**config.mk**
```make
export PLATFORM = sky130hd
export DESIGN_NAME = murmur64b_hash_with_byte_scramble
export DESIGN_NICKNAME = d
export VERILOG_FILES = /design/src/sv/mh64bs_pkg.sv /design/src/sv/mh64bs_ctrl.sv /design/src/sv/mh64bs_dp.sv /design/src/sv/murmur64b_hash_with_byte_scramble.sv
export SDC_FILE = /design/constraint.sdc
export NUM_CORES = 1
export LEC_CHECK = 0
export BUFFER_PORTS_ARGS = -buffer_cell sky130_fd_sc_hd__buf_2
export CORE_ASPECT_RATIO = 2
export CORE_MARGIN = 2
export CORE_UTILIZATION = 60
export DETAILED_ROUTE_END_ITERATION = 16
export PLACE_DENSITY = 0.89
export SLEW_MARGIN = 10
export SYNTH_ARGS = -nofsm -noshare
export SYNTH_HDL_FRONTEND = slang
export SYNTH_SLANG_ARGS = --single-unit
```
**constraint.sdc**
```tcl
create_clock -name clk -period 12.5 [get_ports clk]
set_input_delay 0.625 -clock clk [delete_from_list [all_inputs] [get_ports clk]]
set_output_delay 0.625 -clock clk [all_outputs]
set_load 0.03 [all_outputs]
```
**src/sv/mh64bs_pkg.sv**
```systemverilog
// ============================================================================
// mh64bs_pkg
// Shared types, constants and byte helpers for the MurmurHash64B block.
// ============================================================================
package mh64bs_pkg;

  // Hash constants
  localparam logic [31:0] MIX_MUL    = 32'h5bd1e995;
  localparam int unsigned MIX_SHIFT  = 24;
  localparam logic [31:0] SEED_RESET = 32'hEE6B27EB;
  localparam int unsigned FIN_SH1    = 18;
  localparam int unsigned FIN_SH2    = 22;
  localparam int unsigned FIN_SH3    = 17;
  localparam int unsigned FIN_SH4    = 19;

  // Byte scrambler constants
  localparam logic [7:0] SCR_XOR = 8'hFF;
  localparam logic [7:0] SCR_ADD = 8'h20;

  // Stream payload widths
  localparam int unsigned IN_TDATA_W  = 136;
  localparam int unsigned OUT_TDATA_W = 96;

  // Configuration register indexes
  localparam logic REG_HASH_SEED = 1'b0;
  localparam logic REG_DIRECTION = 1'b1;

  // Direction codes
  localparam logic DIR_ENCODE = 1'b0;
  localparam logic DIR_DECODE = 1'b1;

  // Datapath operations, one per cycle
  typedef enum logic [3:0] {
    OP_NOP,
    OP_LOAD,
    OP_KEY1,
    OP_KEY2,
    OP_LANE,
    OP_TAIL,
    OP_FIN1,
    OP_FIN2,
    OP_FIN3,
    OP_FIN4,
    OP_EMIT
  } dp_op_t;

  // Controller states
  typedef enum logic [3:0] {
    ST_IDLE,
    ST_KEY1,
    ST_KEY2,
    ST_LANE,
    ST_TAIL,
    ST_FIN1,
    ST_FIN2,
    ST_FIN3,
    ST_FIN4,
    ST_EMIT
  } ctrl_state_t;

  // Controller to datapath
  typedef struct packed {
    dp_op_t op;
  } dp_cmd_t;

  // Datapath to controller
  typedef struct packed {
    logic new_full;   // incoming item holds a full word
    logic new_tail;   // incoming item holds 1-3 bytes
    logic new_last;   // incoming item ends a message
    logic item_last;  // latched item ends a message
    logic out_free;   // output register can take a result this cycle
  } dp_stat_t;

  // ((b ^ 0xFF) + 0x20) mod 256
  function automatic logic [7:0] scramble_byte(input logic [7:0] b);
    scramble_byte = (b ^ SCR_XOR) + SCR_ADD;
  endfunction

  // ((b - 0x20) mod 256) ^ 0xFF
  function automatic logic [7:0] unscramble_byte(input logic [7:0] b);
    unscramble_byte = (b - SCR_ADD) ^ SCR_XOR;
  endfunction

endpackage

```
**src/sv/mh64bs_ctrl.sv**
```systemverilog
// ============================================================================
// mh64bs_ctrl
// Sequencer: issues one datapath op per cycle for an item; emit may wait.
// ============================================================================
module mh64bs_ctrl (
  input  logic               clk,
  input  logic               rst_n,
  input  logic               in_tvalid,
  output logic               in_tready,
  input  mh64bs_pkg::dp_stat_t stat,
  output mh64bs_pkg::dp_cmd_t  cmd
);
  import mh64bs_pkg::*;

  ctrl_state_t state_r;
  ctrl_state_t state_nxt;

  // State register
  always_ff @(posedge clk) begin
    if (!rst_n) begin
      state_r <= ST_IDLE;
    end else begin
      state_r <= state_nxt;
    end
  end

  // Next state and command
  always_comb begin
    state_nxt = state_r;
    cmd.op    = OP_NOP;
    in_tready = 1'b0;
    case (state_r)
      ST_IDLE: begin
        in_tready = 1'b1;
        if (in_tvalid) begin
          cmd.op = OP_LOAD;
          if (stat.new_full) begin
            state_nxt = ST_KEY1;
          end else if (stat.new_tail) begin
            state_nxt = ST_TAIL;
          end else if (stat.new_last) begin
            state_nxt = ST_FIN1;
          end else begin
            state_nxt = ST_EMIT;
          end
        end
      end
      ST_KEY1: begin
        cmd.op    = OP_KEY1;
        state_nxt = ST_KEY2;
      end
      ST_KEY2: begin
        cmd.op    = OP_KEY2;
        state_nxt = ST_LANE;
      end
      ST_LANE: begin
        cmd.op    = OP_LANE;
        state_nxt = stat.item_last ? ST_FIN1 : ST_EMIT;
      end
      ST_TAIL: begin
        cmd.op    = OP_TAIL;
        state_nxt = stat.item_last ? ST_FIN1 : ST_EMIT;
      end
      ST_FIN1: begin
        cmd.op    = OP_FIN1;
        state_nxt = ST_FIN2;
      end
      ST_FIN2: begin
        cmd.op    = OP_FIN2;
        state_nxt = ST_FIN3;
      end
      ST_FIN3: begin
        cmd.op    = OP_FIN3;
        state_nxt = ST_FIN4;
      end
      ST_FIN4: begin
        cmd.op    = OP_FIN4;
        state_nxt = ST_EMIT;
      end
      ST_EMIT: begin
        // wait for room in the output register
        if (stat.out_free) begin
          cmd.op    = OP_EMIT;
          state_nxt = ST_IDLE;
        end
      end
      default: begin
        state_nxt = ST_IDLE;
      end
    endcase
  end

endmodule

```
**src/sv/mh64bs_dp.sv**
```systemverilog
// ============================================================================
// mh64bs_dp
// Datapath: byte scrambler, lane accumulators, shared constant multiplier,
// configuration registers and output register.
// ============================================================================
module mh64bs_dp (
  input  logic                                     clk,
  input  logic                                     rst_n,
  // configuration
  input  logic                                     cfg_we,
  input  logic                                     cfg_index,
  input  logic [31:0]                              cfg_data,
  // input payload
  input  logic [mh64bs_pkg::IN_TDATA_W-1:0]        in_tdata,
  input  logic                                     in_tlast,
  input  logic                                     in_tuser,
  // output channel
  output logic                                     out_tvalid,
  input  logic                                     out_tready,
  output logic [mh64bs_pkg::OUT_TDATA_W-1:0]       out_tdata,
  output logic                                     out_tlast,
  output logic                                     out_tuser,
  // control
  input  mh64bs_pkg::dp_cmd_t                      cmd,
  output mh64bs_pkg::dp_stat_t                     stat
);
  import mh64bs_pkg::*;

  // Input field unpacking
  logic [31:0] in_word;
  logic [2:0]  in_count;
  logic [31:0] in_len;
  logic [63:0] in_expected;
  logic [2:0]  cnt_eff;

  assign in_word     = in_tdata[31:0];
  assign in_count    = in_tdata[34:32];
  assign in_len      = in_tdata[66:35];
  assign in_expected = in_tdata[130:67];
  assign cnt_eff     = in_count[2] ? 3'd4 : in_count;

  // Registers
  logic [31:0] seed_r, seed_nxt;
  logic        dir_r, dir_nxt;
  logic [31:0] h1_r, h1_nxt;
  logic [31:0] h2_r, h2_nxt;
  logic        sel_r, sel_nxt;
  logic [31:0] key_r, key_nxt;
  logic [31:0] plain_r, plain_nxt;
  logic [31:0] scr_r, scr_nxt;
  logic        last_r, last_nxt;
  logic [63:0] exp_r, exp_nxt;
  logic        ov_r, ov_nxt;
  logic [31:0] ow_r, ow_nxt;
  logic [63:0] oh_r, oh_nxt;
  logic        od_r, od_nxt;
  logic        om_r, om_nxt;

  // Byte scramble / unscramble of the incoming word
  logic [31:0] plain_in;
  logic [31:0] scr_in;
  always_comb begin
    logic [7:0] b;
    logic [7:0] p;
    logic [7:0] o;
    plain_in = '0;
    scr_in   = '0;
    for (int i = 0; i < 4; i++) begin
      b = in_word[8*i +: 8];
      if (dir_r == DIR_DECODE) begin
        p = unscramble_byte(b);
        o = p;
      end else begin
        p = b;
        o = scramble_byte(b);
      end
      if (3'(i) < cnt_eff) begin
        plain_in[8*i +: 8] = p;
        scr_in[8*i +: 8]   = o;
      end
    end
  end

  // Shared multiplier by the mix constant, low 32 bits
  logic [31:0] mul_in;
  logic [31:0] mul_out;
  always_comb begin
    case (cmd.op)
      OP_KEY1: mul_in = plain_r;
      OP_KEY2: mul_in = key_r ^ (key_r >> MIX_SHIFT);
      OP_LANE: mul_in = sel_r ? h2_r : h1_r;
      OP_TAIL: mul_in = h2_r ^ plain_r;
      OP_FIN1: mul_in = h1_r ^ (h2_r >> FIN_SH1);
      OP_FIN2: mul_in = h2_r ^ (h1_r >> FIN_SH2);
      OP_FIN3: mul_in = h1_r ^ (h2_r >> FIN_SH3);
      OP_FIN4: mul_in = h2_r ^ (h1_r >> FIN_SH4);
      default: mul_in = plain_r;
    endcase
  end
  assign mul_out = mul_in * MIX_MUL;

  // Next-state logic
  always_comb begin
    seed_nxt  = seed_r;
    dir_nxt   = dir_r;
    h1_nxt    = h1_r;
    h2_nxt    = h2_r;
    sel_nxt   = sel_r;
    key_nxt   = key_r;
    plain_nxt = plain_r;
    scr_nxt   = scr_r;
    last_nxt  = last_r;
    exp_nxt   = exp_r;
    ov_nxt    = ov_r & ~out_tready;
    ow_nxt    = ow_r;
    oh_nxt    = oh_r;
    od_nxt    = od_r;
    om_nxt    = om_r;

    // config writes
    if (cfg_we) begin
      case (cfg_index)
        REG_HASH_SEED: seed_nxt = cfg_data;
        REG_DIRECTION: dir_nxt  = cfg_data[0];
        default: ;
      endcase
    end

    case (cmd.op)
      OP_LOAD: begin
        plain_nxt = plain_in;
        scr_nxt   = scr_in;
        last_nxt  = in_tlast;
        exp_nxt   = in_expected;
        if (in_tuser) begin
          h1_nxt  = seed_r ^ in_len;
          h2_nxt  = '0;
          sel_nxt = 1'b0;
        end
      end
      OP_KEY1, OP_KEY2: key_nxt = mul_out;
      OP_LANE: begin
        if (sel_r) begin
          h2_nxt = mul_out ^ key_r;
        end else begin
          h1_nxt = mul_out ^ key_r;
        end
        sel_nxt = ~sel_r;
      end
      OP_TAIL, OP_FIN2, OP_FIN4: h2_nxt = mul_out;
      OP_FIN1, OP_FIN3:          h1_nxt = mul_out;
      OP_EMIT: begin
        ov_nxt = 1'b1;
        ow_nxt = scr_r;
        od_nxt = last_r;
        oh_nxt = last_r ? {h1_r, h2_r} : 64'd0;
        om_nxt = last_r && (dir_r == DIR_DECODE) && ({h1_r, h2_r} == exp_r);
      end
      default: ;
    endcase
  end

  // Control and hash state
  always_ff @(posedge clk) begin
    if (!rst_n) begin
      seed_r <= SEED_RESET;
      dir_r  <= DIR_ENCODE;
      h1_r   <= '0;
      h2_r   <= '0;
      sel_r  <= 1'b0;
      ov_r   <= 1'b0;
    end else begin
      seed_r <= seed_nxt;
      dir_r  <= dir_nxt;
      h1_r   <= h1_nxt;
      h2_r   <= h2_nxt;
      sel_r  <= sel_nxt;
      ov_r   <= ov_nxt;
    end
  end

  // Payload registers
  always_ff @(posedge clk) begin
    key_r   <= key_nxt;
    plain_r <= plain_nxt;
    scr_r   <= scr_nxt;
    last_r  <= last_nxt;
    exp_r   <= exp_nxt;
    ow_r    <= ow_nxt;
    oh_r    <= oh_nxt;
    od_r    <= od_nxt;
    om_r    <= om_nxt;
  end

  // Status to controller
  assign stat.new_full  = (cnt_eff == 3'd4);
  assign stat.new_tail  = (cnt_eff != 3'd0) && (cnt_eff != 3'd4);
  assign stat.new_last  = in_tlast;
  assign stat.item_last = last_r;
  assign stat.out_free  = ~ov_r | out_tready;

  // Output channel
  assign out_tvalid = ov_r;
  assign out_tdata  = {oh_r, ow_r};
  assign out_tlast  = od_r;
  assign out_tuser  = om_r;

endmodule

```
**src/sv/murmur64b_hash_with_byte_scramble.sv**
```systemverilog
// ============================================================================
// murmur64b_hash_with_byte_scramble
// Streaming MurmurHash64B over little-endian words with a byte scrambler.
// ============================================================================
// Usage:
//   Input stream carries one message word per item; in_tuser marks the first
//   item of a message (lane 1 restarts from seed ^ length, lane 2 from zero),
//   in_tlast the final item (runs the finalizer). Each item gives exactly one output item: the
//   scrambled (encode) or unscrambled (decode) bytes, plus on the last item
//   the 64-bit hash and, in decode mode, a match flag against the expected
//   hash.
//   Timing: one 32-bit constant multiplier is shared and does one step per
//   cycle. A full word goes from accept to output load through accept, two
//   key-mix steps, lane update and emit; a 1-3 byte tail through accept,
//   tail mix and emit; an empty item through accept and emit. A last item
//   adds the finalizer mix steps before emit. One item is in work at a time.
//   The output register holds a finished result while the next item is
//   accepted and worked on; if the receiver stalls, the block waits before
//   emitting the following result.
//   Reset (synchronous, active low) clears both lanes, the lane select and
//   the output valid, and loads the seed register with its default.
//   Configuration writes are taken at any cycle; change them only when idle.
// ============================================================================
module murmur64b_hash_with_byte_scramble (
  input  logic                                 clk,
  input  logic                                 rst_n,
  // configuration: index 0 hash_seed, index 1 direction
  input  logic                                 cfg_we,
  input  logic                                 cfg_index,
  input  logic [31:0]                          cfg_data,
  // input stream
  input  logic                                 in_tvalid,
  output logic                                 in_tready,
  // [31:0] data_word, [34:32] byte_count, [66:35] message_length,
  // [130:67] expected_hash, [135:131] zero
  input  logic [mh64bs_pkg::IN_TDATA_W-1:0]    in_tdata,
  input  logic                                 in_tlast,   // last_word
  input  logic                                 in_tuser,   // first_word
  // output stream
  output logic                                 out_tvalid,
  input  logic                                 out_tready,
  // [31:0] out_word, [95:32] hash_value
  output logic [mh64bs_pkg::OUT_TDATA_W-1:0]   out_tdata,
  output logic                                 out_tlast,  // hash_done
  output logic                                 out_tuser   // hash_match
);
  import mh64bs_pkg::*;

  dp_cmd_t  cmd;
  dp_stat_t stat;

  mh64bs_ctrl u_ctrl (
    .clk       (clk),
    .rst_n     (rst_n),
    .in_tvalid (in_tvalid),
    .in_tready (in_tready),
    .stat      (stat),
    .cmd       (cmd)
  );

  mh64bs_dp u_dp (
    .clk        (clk),
    .rst_n      (rst_n),
    .cfg_we     (cfg_we),
    .cfg_index  (cfg_index),
    .cfg_data   (cfg_data),
    .in_tdata   (in_tdata),
    .in_tlast   (in_tlast),
    .in_tuser   (in_tuser),
    .out_tvalid (out_tvalid),
    .out_tready (out_tready),
    .out_tdata  (out_tdata),
    .out_tlast  (out_tlast),
    .out_tuser  (out_tuser),
    .cmd        (cmd),
    .stat       (stat)
  );

  // One item in work at a time: no accept right after an accept
  a_one_item: assert property (@(posedge clk) disable iff (!rst_n)
    (in_tvalid && in_tready) |=> !in_tready)
    else $error("input accepted while previous item still in work");

  // Match flag only on a finished hash
  a_match_done: assert property (@(posedge clk) disable iff (!rst_n)
    (out_tvalid && out_tuser) |-> out_tlast)
    else $error("hash_match without hash_done");

  // Hash field is zero on items that do not end a message
  a_hash_zero: assert property (@(posedge clk) disable iff (!rst_n)
    (out_tvalid && !out_tlast) |-> (out_tdata[95:32] == 64'd0))
    else $error("nonzero hash_value on non-final item");

endmodule
```
==> results of run 1 <==
cells by family (layout without fill, tap and decap cells):
family / Yosys count / count (layout) / synth area share, %
fa+ha+maj: 441 / 441 / 26.13
compound gates: 481 / 481 / 12.32
buf+inv: 523 / 773 / 7.629
other cells: 0 / 6 / 0
simple gates: 542 / 542 / 10.01
flops: 358 / 358 / 36.93
xor+xnor: 178 / 178 / 6.165
mux: 21 / 21 / 0.8271
cell usage after synthesis, types with 7 or more instances:
library cell                count  share of area, %
sky130_fd_sc_hd__nor2b_1       30              0.71
sky130_fd_sc_hd__or3_1          7              0.17
sky130_fd_sc_hd__nand2b_1      10              0.24
sky130_fd_sc_hd__clkbuf_1     101               1.4
sky130_fd_sc_hd__nor3_1        24              0.46
sky130_fd_sc_hd__o21ai_0      128               2.4
sky130_fd_sc_hd__fa_1         181                14
sky130_fd_sc_hd__nor3b_1       11              0.31
sky130_fd_sc_hd__nand4_1       14              0.33
sky130_fd_sc_hd__a22oi_1       25              0.71
sky130_fd_sc_hd__a211oi_1      33              0.94
sky130_fd_sc_hd__nand3b_1       8              0.23
sky130_fd_sc_hd__nor4_1        11              0.26
sky130_fd_sc_hd__dfxtp_1      103               7.8
sky130_fd_sc_hd__nand2_1      153               2.2
sky130_fd_sc_hd__a221oi_1      28              0.93
sky130_fd_sc_hd__o22ai_1       30              0.71
sky130_fd_sc_hd__ha_1         260                12
sky130_fd_sc_hd__o21a_1        13              0.37
sky130_fd_sc_hd__a21oi_1       68               1.3
sky130_fd_sc_hd__mux2i_1       15              0.57
sky130_fd_sc_hd__o2bb2ai_1      8              0.27
sky130_fd_sc_hd__edfxtp_1     255                29
sky130_fd_sc_hd__xnor2_1      103               3.4
sky130_fd_sc_hd__a31oi_1       22              0.52
sky130_fd_sc_hd__nor2_1       148               2.1
sky130_fd_sc_hd__and2_1        76               1.8
sky130_fd_sc_hd__a222oi_1      18              0.68
sky130_fd_sc_hd__a21o_1        24              0.68
sky130_fd_sc_hd__nand3_1       35              0.67
sky130_fd_sc_hd__inv_1        406               5.8
sky130_fd_sc_hd__xor2_1        70               2.3
sky130_fd_sc_hd__o221ai_1      11              0.37
sky130_fd_sc_hd__o2111ai_1      9              0.30
layout make-up:
| class | instances | area (um2) | share of cell area (%) |
|---|---|---|---|
| Timing Repair Buffer | 303 | 1599 | 5.452 |
| Tap cell | 550 | 688.2 | 2.346 |
| Sequential cell | 358 | 9719 | 33.14 |
| Clock buffer | 48 | 934.6 | 3.187 |
| Multi-Input combinational cell | 1663 | 14680 | 50.04 |
| Antenna cell | 6 | 15.01 | 0.05119 |
| Clock inverter | 15 | 167.7 | 0.5716 |
| Inverter | 407 | 1530 | 5.217 |
layer usage:
layer	GRT usage, %	vias to the layer above	part of all wire [%]
met1	38.69	9974	30
li1	-	9150	-
met3	7.192	475	8.4
met2	65.58	1335	49
met4	37.14	0	13
met5	0	-	0
state kept, by name, summed over array words and instances, names as in the netlist:
name	cells
u_dp.seed_r	32
u_dp.oh_r	64
u_dp.out_tvalid	1
u_ctrl.state_r	4
u_dp.scr_r	32
u_dp.out_tlast	1
u_dp.out_tuser	1
u_dp.ow_r	32
u_dp.last_r	1
u_dp.sel_r	1
u_dp.key_r	32
u_dp.exp_r	64
u_dp.h1_r	32
u_dp.dir_r	1
u_dp.h2_r	32
u_dp.plain_r	28
worst max-delay path, delay by kind of cell (launching register included):
kind | cells | cell delay (ns)
xor+xnor | 1 | 0.65
fa+ha+maj | 9 | 3.98
compound gates | 8 | 2.48
flops | 1 | 0.79
buf+inv | 6 | 1.07
simple gates | 4 | 1.52
stage by stage:
stage                     std cells  util, %  hold slack (ns)  area, um2  setup slack [ns]
after floorplan                2544        -           0.4003      26320             3.179
after global placement         3281    65.02           0.4023      28200             2.218
after detailed placement       3281    65.02           0.4045      28200             2.122
after CTS                      3344    67.56           0.2291      29310             2.083
after global routing           3349    67.61           0.2406      29330             1.571
final                          3350    67.62           0.2485      29330             1.863
how the worst max path moves through the flow:
| stage | startpoint | to | slack [ns] | cells past startpoint |
|---|---|---|---|---|
| after floorplan | u_ctrl.state_r[2] | u_dp.h1_r[30] | 3.18 | 29 |
| after global placement | u_ctrl.state_r[2] | u_dp.h2_r[31] | 2.22 | 30 |
| after detailed placement | u_ctrl.state_r[2] | u_dp.h2_r[31] | 2.12 | 30 |
| after CTS | u_ctrl.state_r[2] | u_dp.h2_r[31] | 2.08 | 30 |
| after global routing | u_ctrl.state_r[2] | u_dp.h1_r[29] | 1.57 | 30 |
| final | u_ctrl.state_r[2] | u_dp.h1_r[29] | 1.86 | 28 |
==> Implementation_results.wiki, run 1 <==
{| class="wikitable"
! Metric !! Value
|-
| Data required time at the worst endpoint || 12.94 ns
|-
| Cell count after synthesis || 2,544
|-
| Synth Net Count || ~3,200
|-
| Number of distinct library cells after synthesis || between 70 and 80
|-
| Core Region || 43,380 um2
|-
| Wire length after detailed routing || 87,680 um
|-
| Worst skew pair latency || 0.55 ns
|-
| Max_cap viols || 0
|-
| Count of nets left with antenna violations after detail routing || 0
|-
| Worst reg-to-reg path cell count || 28
|-
| Num CTS Buffers || 35
|-
| Type of the most critical hold path || input port to flip-flop
|-
| Final clock skew || 0.03068 ns
|-
| Final clock period utilization by the worst path || approximately 85%
|-
| Headroom to the max-slew limit || a little under a quarter
|-
| Worst Hold Depth || 1
|-
| Initial core utilization || 60.68%
|-
| Worst-case clock buffer depth || 3
|-
| Horizontal extent of the die || around 150 um
|-
| Seq cells post-synth || between 300 and 400
|-
| Violation count after the first detailed-route iteration || a little over 2,000
|-
| Placement row count || roughly 110
|-
| Commonest non-fill, non-tap cell in the layout || sky130_fd_sc_hd__inv_1
|-
| Commonest non-fill, non-tap cells in the layout || sky130_fd_sc_hd__inv_1 (405), sky130_fd_sc_hd__buf_2 (270), sky130_fd_sc_hd__ha_1 (260)
|-
| Clock tree from TritonCTS || done
|-
| CTS H-Tree Depth || 2
|-
| NumNets Final || 3,385
|-
| Clock period minus worst slack || around 11 ns
|-
| Initial antenna violation count || 7
|-
| Highest-delay cell along the critical path || sky130_fd_sc_hd__o21ai_0
|-
| Top-level port count || ~280
|-
| Setup violators final || 0
|-
| Crit path DAT || 11.08 ns
|-
| Class of the most critical setup path || flip-flop to flip-flop
|-
| Crit path launch type || flip-flop
|-
| Post-synth ARST share || 0%
|-
| Number of sinks handled by clock tree synthesis || 358
|-
| Hold violation total from the final report || 0
|-
| Launch instance of the worst min-delay path || in_tdata[104]
|-
| Clk Tree Root Cell || sky130_fd_sc_hd__clkbuf_16
|-
| Slew at the pin with the worst max-slew slack || around 1.1 ns
|-
| Via-per-instance ratio || around 6.2
|-
| Clock slew seen by the registers of the worst setup and hold paths || roughly 0.07 ns
|-
| Nature of the critical path endpoint || flip-flop
|-
| Number of buffers added to fix hold violations after cts || 0
|-
| Count of vias placed by the detailed router || ~21,000
|-
| Setup repair after global routing missed its margin || false
|-
| Synthesized cell area || 26,320 um2
|-
| Vias in the first global route || 21,730
|-
| Maximum frequency from static timing analysis || 94.01 MHz
|-
| Wire length of the first global-routing pass || between 100,000 and 150,000 um
|-
| Post-CTS Setup Bufs || 0
|-
| Crit path max fanout || 25
|-
| Number of pins with negative max-slew slack in the final report || 0
|-
| WL per Instance || 26.17 um
|-
| Die area || 45,660 um2
|-
| Synth warn || 0
|-
| Pin count of the biggest net entering global routing || 73
|-
| Final weighted congestion in routability-driven placement || 1.022
|-
| Post-synthesis sequential area ratio || between 30% and 40%
|-
| Number of fill cells in the layout || 3,222
|-
| Capture instance of the worst register-to-register path || u_dp.h1_r[29]
|-
| Number of enable-type register cells in the synthesized netlist || 255
|-
| Run status || complete, no violations
|-
| CP peak stage delay || 0.83 ns
|-
| Worst Hold End || u_dp.exp_r[37]
|-
| Height of the die || roughly 300 um
|-
| Most used DFF post-synth || sky130_fd_sc_hd__edfxtp_1
|-
| Reg2reg start || u_ctrl.state_r[2]
|-
| All-layer global routing usage || 38.34%
|-
| Residual overflow from global routing || 0
|-
| Layout cells sized above 1 || 13.96%
|-
| DPL Wire Length || 66,460 um
|-
| Cell seen most often among critical-path stages || sky130_fd_sc_hd__fa_1
|-
| Number of gates given a new drive strength after cts || 0
|-
| Count of port buffers added during placement || between 200 and 300
|-
| Worst setup slack for register-to-register paths || 1.86 ns
|-
| Area added between synthesis and finish || 11.43%
|-
| Syn Area/Cell || approximately 10 um2
|-
| Drt drc || 0
|-
| Final sum of negative setup slack || 0 ns
|-
| Count of TritonRoute iterations in the first routing pass || 8
|}
Power of run 1 is not shown: default switching activity piles up to over one toggle a cycle in this logic, so the estimate is an artifact.
==> inputs of run 2 (changes only) <==
--- a/config.mk
+++ b/config.mk
@@ -8,9 +8,9 @@
 export BUFFER_PORTS_ARGS = -buffer_cell sky130_fd_sc_hd__buf_2
 export CORE_ASPECT_RATIO = 2
 export CORE_MARGIN = 2
-export CORE_UTILIZATION = 60
+export CORE_UTILIZATION = 55
 export DETAILED_ROUTE_END_ITERATION = 16
-export PLACE_DENSITY = 0.89
+export PLACE_DENSITY = 0.83
 export SLEW_MARGIN = 10
 export SYNTH_ARGS = -nofsm -noshare
 export SYNTH_HDL_FRONTEND = slang
==> constraint.sdc (replaced) <==
create_clock -name clk -period 11.6 [get_ports clk]
set_input_delay 0.58 -clock clk [delete_from_list [all_inputs] [get_ports clk]]
set_output_delay 0.58 -clock clk [all_outputs]
set_load 0.03 [all_outputs]
==> Implementation_results.wiki, run 2 (synthesis gave the netlist of run 1 again) <==
{| class="wikitable"
! Metric !! Value
|-
| Run status || complete, no violations
|-
| Class of the most critical setup path || flip-flop to flip-flop
|-
| Slew at the pin with the worst max-slew slack || 1.427 ns (+0.2827 ns)
|-
| Hold violation total from the final report || 0 (unchanged)
|-
| Worst skew pair latency || 0.60 ns (+0.05 ns)
|-
| Drt drc || 0 (unchanged)
|-
| Data required time at the worst endpoint || 12.07 ns (-0.87 ns)
|-
| Commonest non-fill, non-tap cells in the layout || sky130_fd_sc_hd__inv_1 (405), sky130_fd_sc_hd__buf_2 (270), sky130_fd_sc_hd__ha_1 (260)
|-
| Routing usage on met3 || 5.321% (-1.9 points)
|-
| Max_cap viols || 0 (unchanged)
|-
| Worst reg-to-reg path cell count || 30 (+7.1%)
|-
| Type of the most critical hold path || input port to flip-flop
|-
| Final weighted congestion in routability-driven placement || 1.049 (+2.7%)
|-
| Worst Hold End || u_dp.exp_r[13]
|-
| Residual overflow from global routing || 0 (unchanged)
|-
| Cell seen most often among critical-path stages || sky130_fd_sc_hd__ha_1
|-
| CP peak stage delay || 1.21 ns (+0.38 ns)
|-
| Post-CTS Setup Bufs || 0 (unchanged)
|-
| Pin count of the biggest net entering global routing || 69 (-5.5%)
|-
| Busiest layer in global routing || met2
|-
| Num CTS Buffers || 29 (-17%)
|-
| Met2 usage || 62.31% (-3.3 points)
|-
| Capture instance of the worst register-to-register path || u_dp.h2_r[31]
|-
| Initial antenna violation count || 1 (-6)
|-
| Wire length after detailed routing || 89,500 um (+2.1%)
|-
| Crit path DAT || 11.21 ns (+0.13 ns)
|-
| Core Region || 47,360 um2 (+9.2%)
|-
| Crit path launch type || flip-flop
|-
| Worst-case clock buffer depth || 3 (unchanged)
|-
| Top-level port count || 276 (unchanged)
|-
| Number of buffers added to fix hold violations after cts || 0 (unchanged)
|-
| Launch instance of the worst min-delay path || in_tdata[80]
|-
| Cell family with the largest share of critical-path delay || compound AO/OA/AOI/OAI gates
|-
| DPL Wire Length || 69,860 um (+5.1%)
|-
| Final sum of negative setup slack || 0 ns (unchanged)
|-
| Clock tree from TritonCTS || done
|-
| Violation count after the first detailed-route iteration || 1,921 (-4.6%)
|-
| Area added between synthesis and finish || 11.59%
|-
| Crit path max fanout || 48 (+92%)
|-
| Clock period minus worst slack || 10.74 ns (+0.09994 ns)
|-
| Worst Hold Depth || 1 (unchanged)
|-
| Registers with the most flip-flops || u_dp.exp_r (64), u_dp.oh_r (64)
|-
| Height of the die || 313.4 um (+4.4%)
|-
| Initial core utilization || 55.57% (-5.1 points)
|-
| Number of gates given a new drive strength after cts || 0 (unchanged)
|-
| Wire length of the first global-routing pass || 130,400 um (+0.38%)
|-
| Placement row count || 113 (+4.6%)
|-
| Commonest non-fill, non-tap cell in the layout || sky130_fd_sc_hd__inv_1
|-
| Met1 usage in global routing || 34.88% (-3.8 points)
|-
| Setup violators final || 0 (unchanged)
|-
| All-layer global routing usage || 36.24% (-2.1 points)
|-
| Worst setup slack for register-to-register paths || 0.86 ns (-1.00 ns)
|-
| Vias in the first global route || 21,630 (-0.46%)
|-
| Clk Tree Root Cell || sky130_fd_sc_hd__clkbuf_16
|-
| CTS H-Tree Depth || 1 (-1)
|-
| Count of port buffers added during placement || 270 (unchanged)
|-
| Maximum frequency from static timing analysis || 93.14 MHz (-0.93%)
|-
| Sum of buffers and inverters on the critical path || 5 (-1)
|-
| Headroom to the max-slew limit || 4.603% (-18 points)
|-
| WL per Instance || 26.12 um (-0.19%)
|-
| Layout cells sized above 1 || 14.21% (+0.26 points)
|-
| Clock slew seen by the registers of the worst setup and hold paths || 0.07 ns (about the same)
|-
| Via-per-instance ratio || 6.046 (-3.2%)
|-
| Number of pins with negative max-slew slack in the final report || 0 (unchanged)
|-
| Die area || 49,730 um2 (+8.9%)
|-
| Setup repair after global routing missed its margin || false
|-
| Count of TritonRoute iterations in the first routing pass || 9 (+1)
|-
| NumNets Final || 3,387 (+0.059%)
|-
| Nature of the critical path endpoint || flip-flop
|-
| Number of sinks handled by clock tree synthesis || 358 (unchanged)
|-
| Reg2reg start || u_ctrl.state_r[1]
|-
| Count of vias placed by the detailed router || 20,710 (-1.1%)
|-
| Highest-delay cell along the critical path || sky130_fd_sc_hd__a2111oi_1
|-
| Final clock period utilization by the worst path || 92.56% (+7.5 points)
|-
| Horizontal extent of the die || 158.7 um (+4.3%)
|-
| Final clock skew || 0.02511 ns (-0.005572 ns)
|-
| Count of nets left with antenna violations after detail routing || 0 (unchanged)
|}
[run 2: cell types whose count changed in the layout (fill, tap and decap cells not counted), sizes merged]
cell	previous run	this run
bufinv	2	5
buf	303	311
diode	6	1
clkbuf	48	31
clkinvlp	0	5
[run 2: layer usage]
layer	vias to the layer above	wire [um]	part of all wire, %
li1	9132	-	-
met1	9997	27270	30
met2	1123	44500	50
met3	462	5497	6.1
met4	0	12220	14
met5	-	0	0
[run 2: worst max path at each step]
stage | start | endpoint | cells past startpoint | slack, ns
2_1_floorplan | u_ctrl.state_r[2] | u_dp.h1_r[30] | 29 | 2.28
5_1_grt | u_ctrl.state_r[1] | u_dp.h2_r[31] | 30 | 0.75
6_report | u_ctrl.state_r[1] | u_dp.h2_r[31] | 30 | 0.86
3_5_place_dp | u_ctrl.state_r[1] | u_dp.h2_r[31] | 30 | 1.20
4_1_cts | u_ctrl.state_r[1] | u_dp.h2_r[31] | 30 | 1.14
3_3_place_gp | u_ctrl.state_r[1] | u_dp.h2_r[31] | 29 | 1.36
[run 2: metrics by stage]
step / hold WS (ns) / utilization [%] / setup slack [ns] / instance area, um2 / std cells
2_1_floorplan: 0.4003 / - / 2.279 / 26320 / 2544
5_1_grt: 0.1462 / 62.02 / 0.7494 / 29370 / 3426
4_1_cts: 0.1560 / 62.01 / 1.143 / 29370 / 3425
3_3_place_gp: 0.4018 / 59.89 / 1.356 / 28370 / 3371
6_report: 0.1613 / 62.02 / 0.8631 / 29370 / 3426
3_5_place_dp: 0.4045 / 59.89 / 1.200 / 28370 / 3371
[run 2: worst reg2reg max path, delay by kind of cell, from the launching register on]
kind | cells | cell delay [ns]
buf+inv | 5 | 0.80
fa+ha+maj | 9 | 3.08
xor+xnor | 1 | 0.53
compound gates | 12 | 3.96
simple gates | 3 | 1.46
flops | 1 | 0.76
[run 2: area by class of cell]
cell class	instances	area, um2
sequential	358	9719
timing repair buffer	311	1659
antenna	1	2.502
clock inverter	23	271.5
clock buffer	31	733.2
multi-input combinational	1663	14670
tap	632	790.8
fill	3739	17990
inverter	407	1530
Power of run 2 is left out for the same reason.
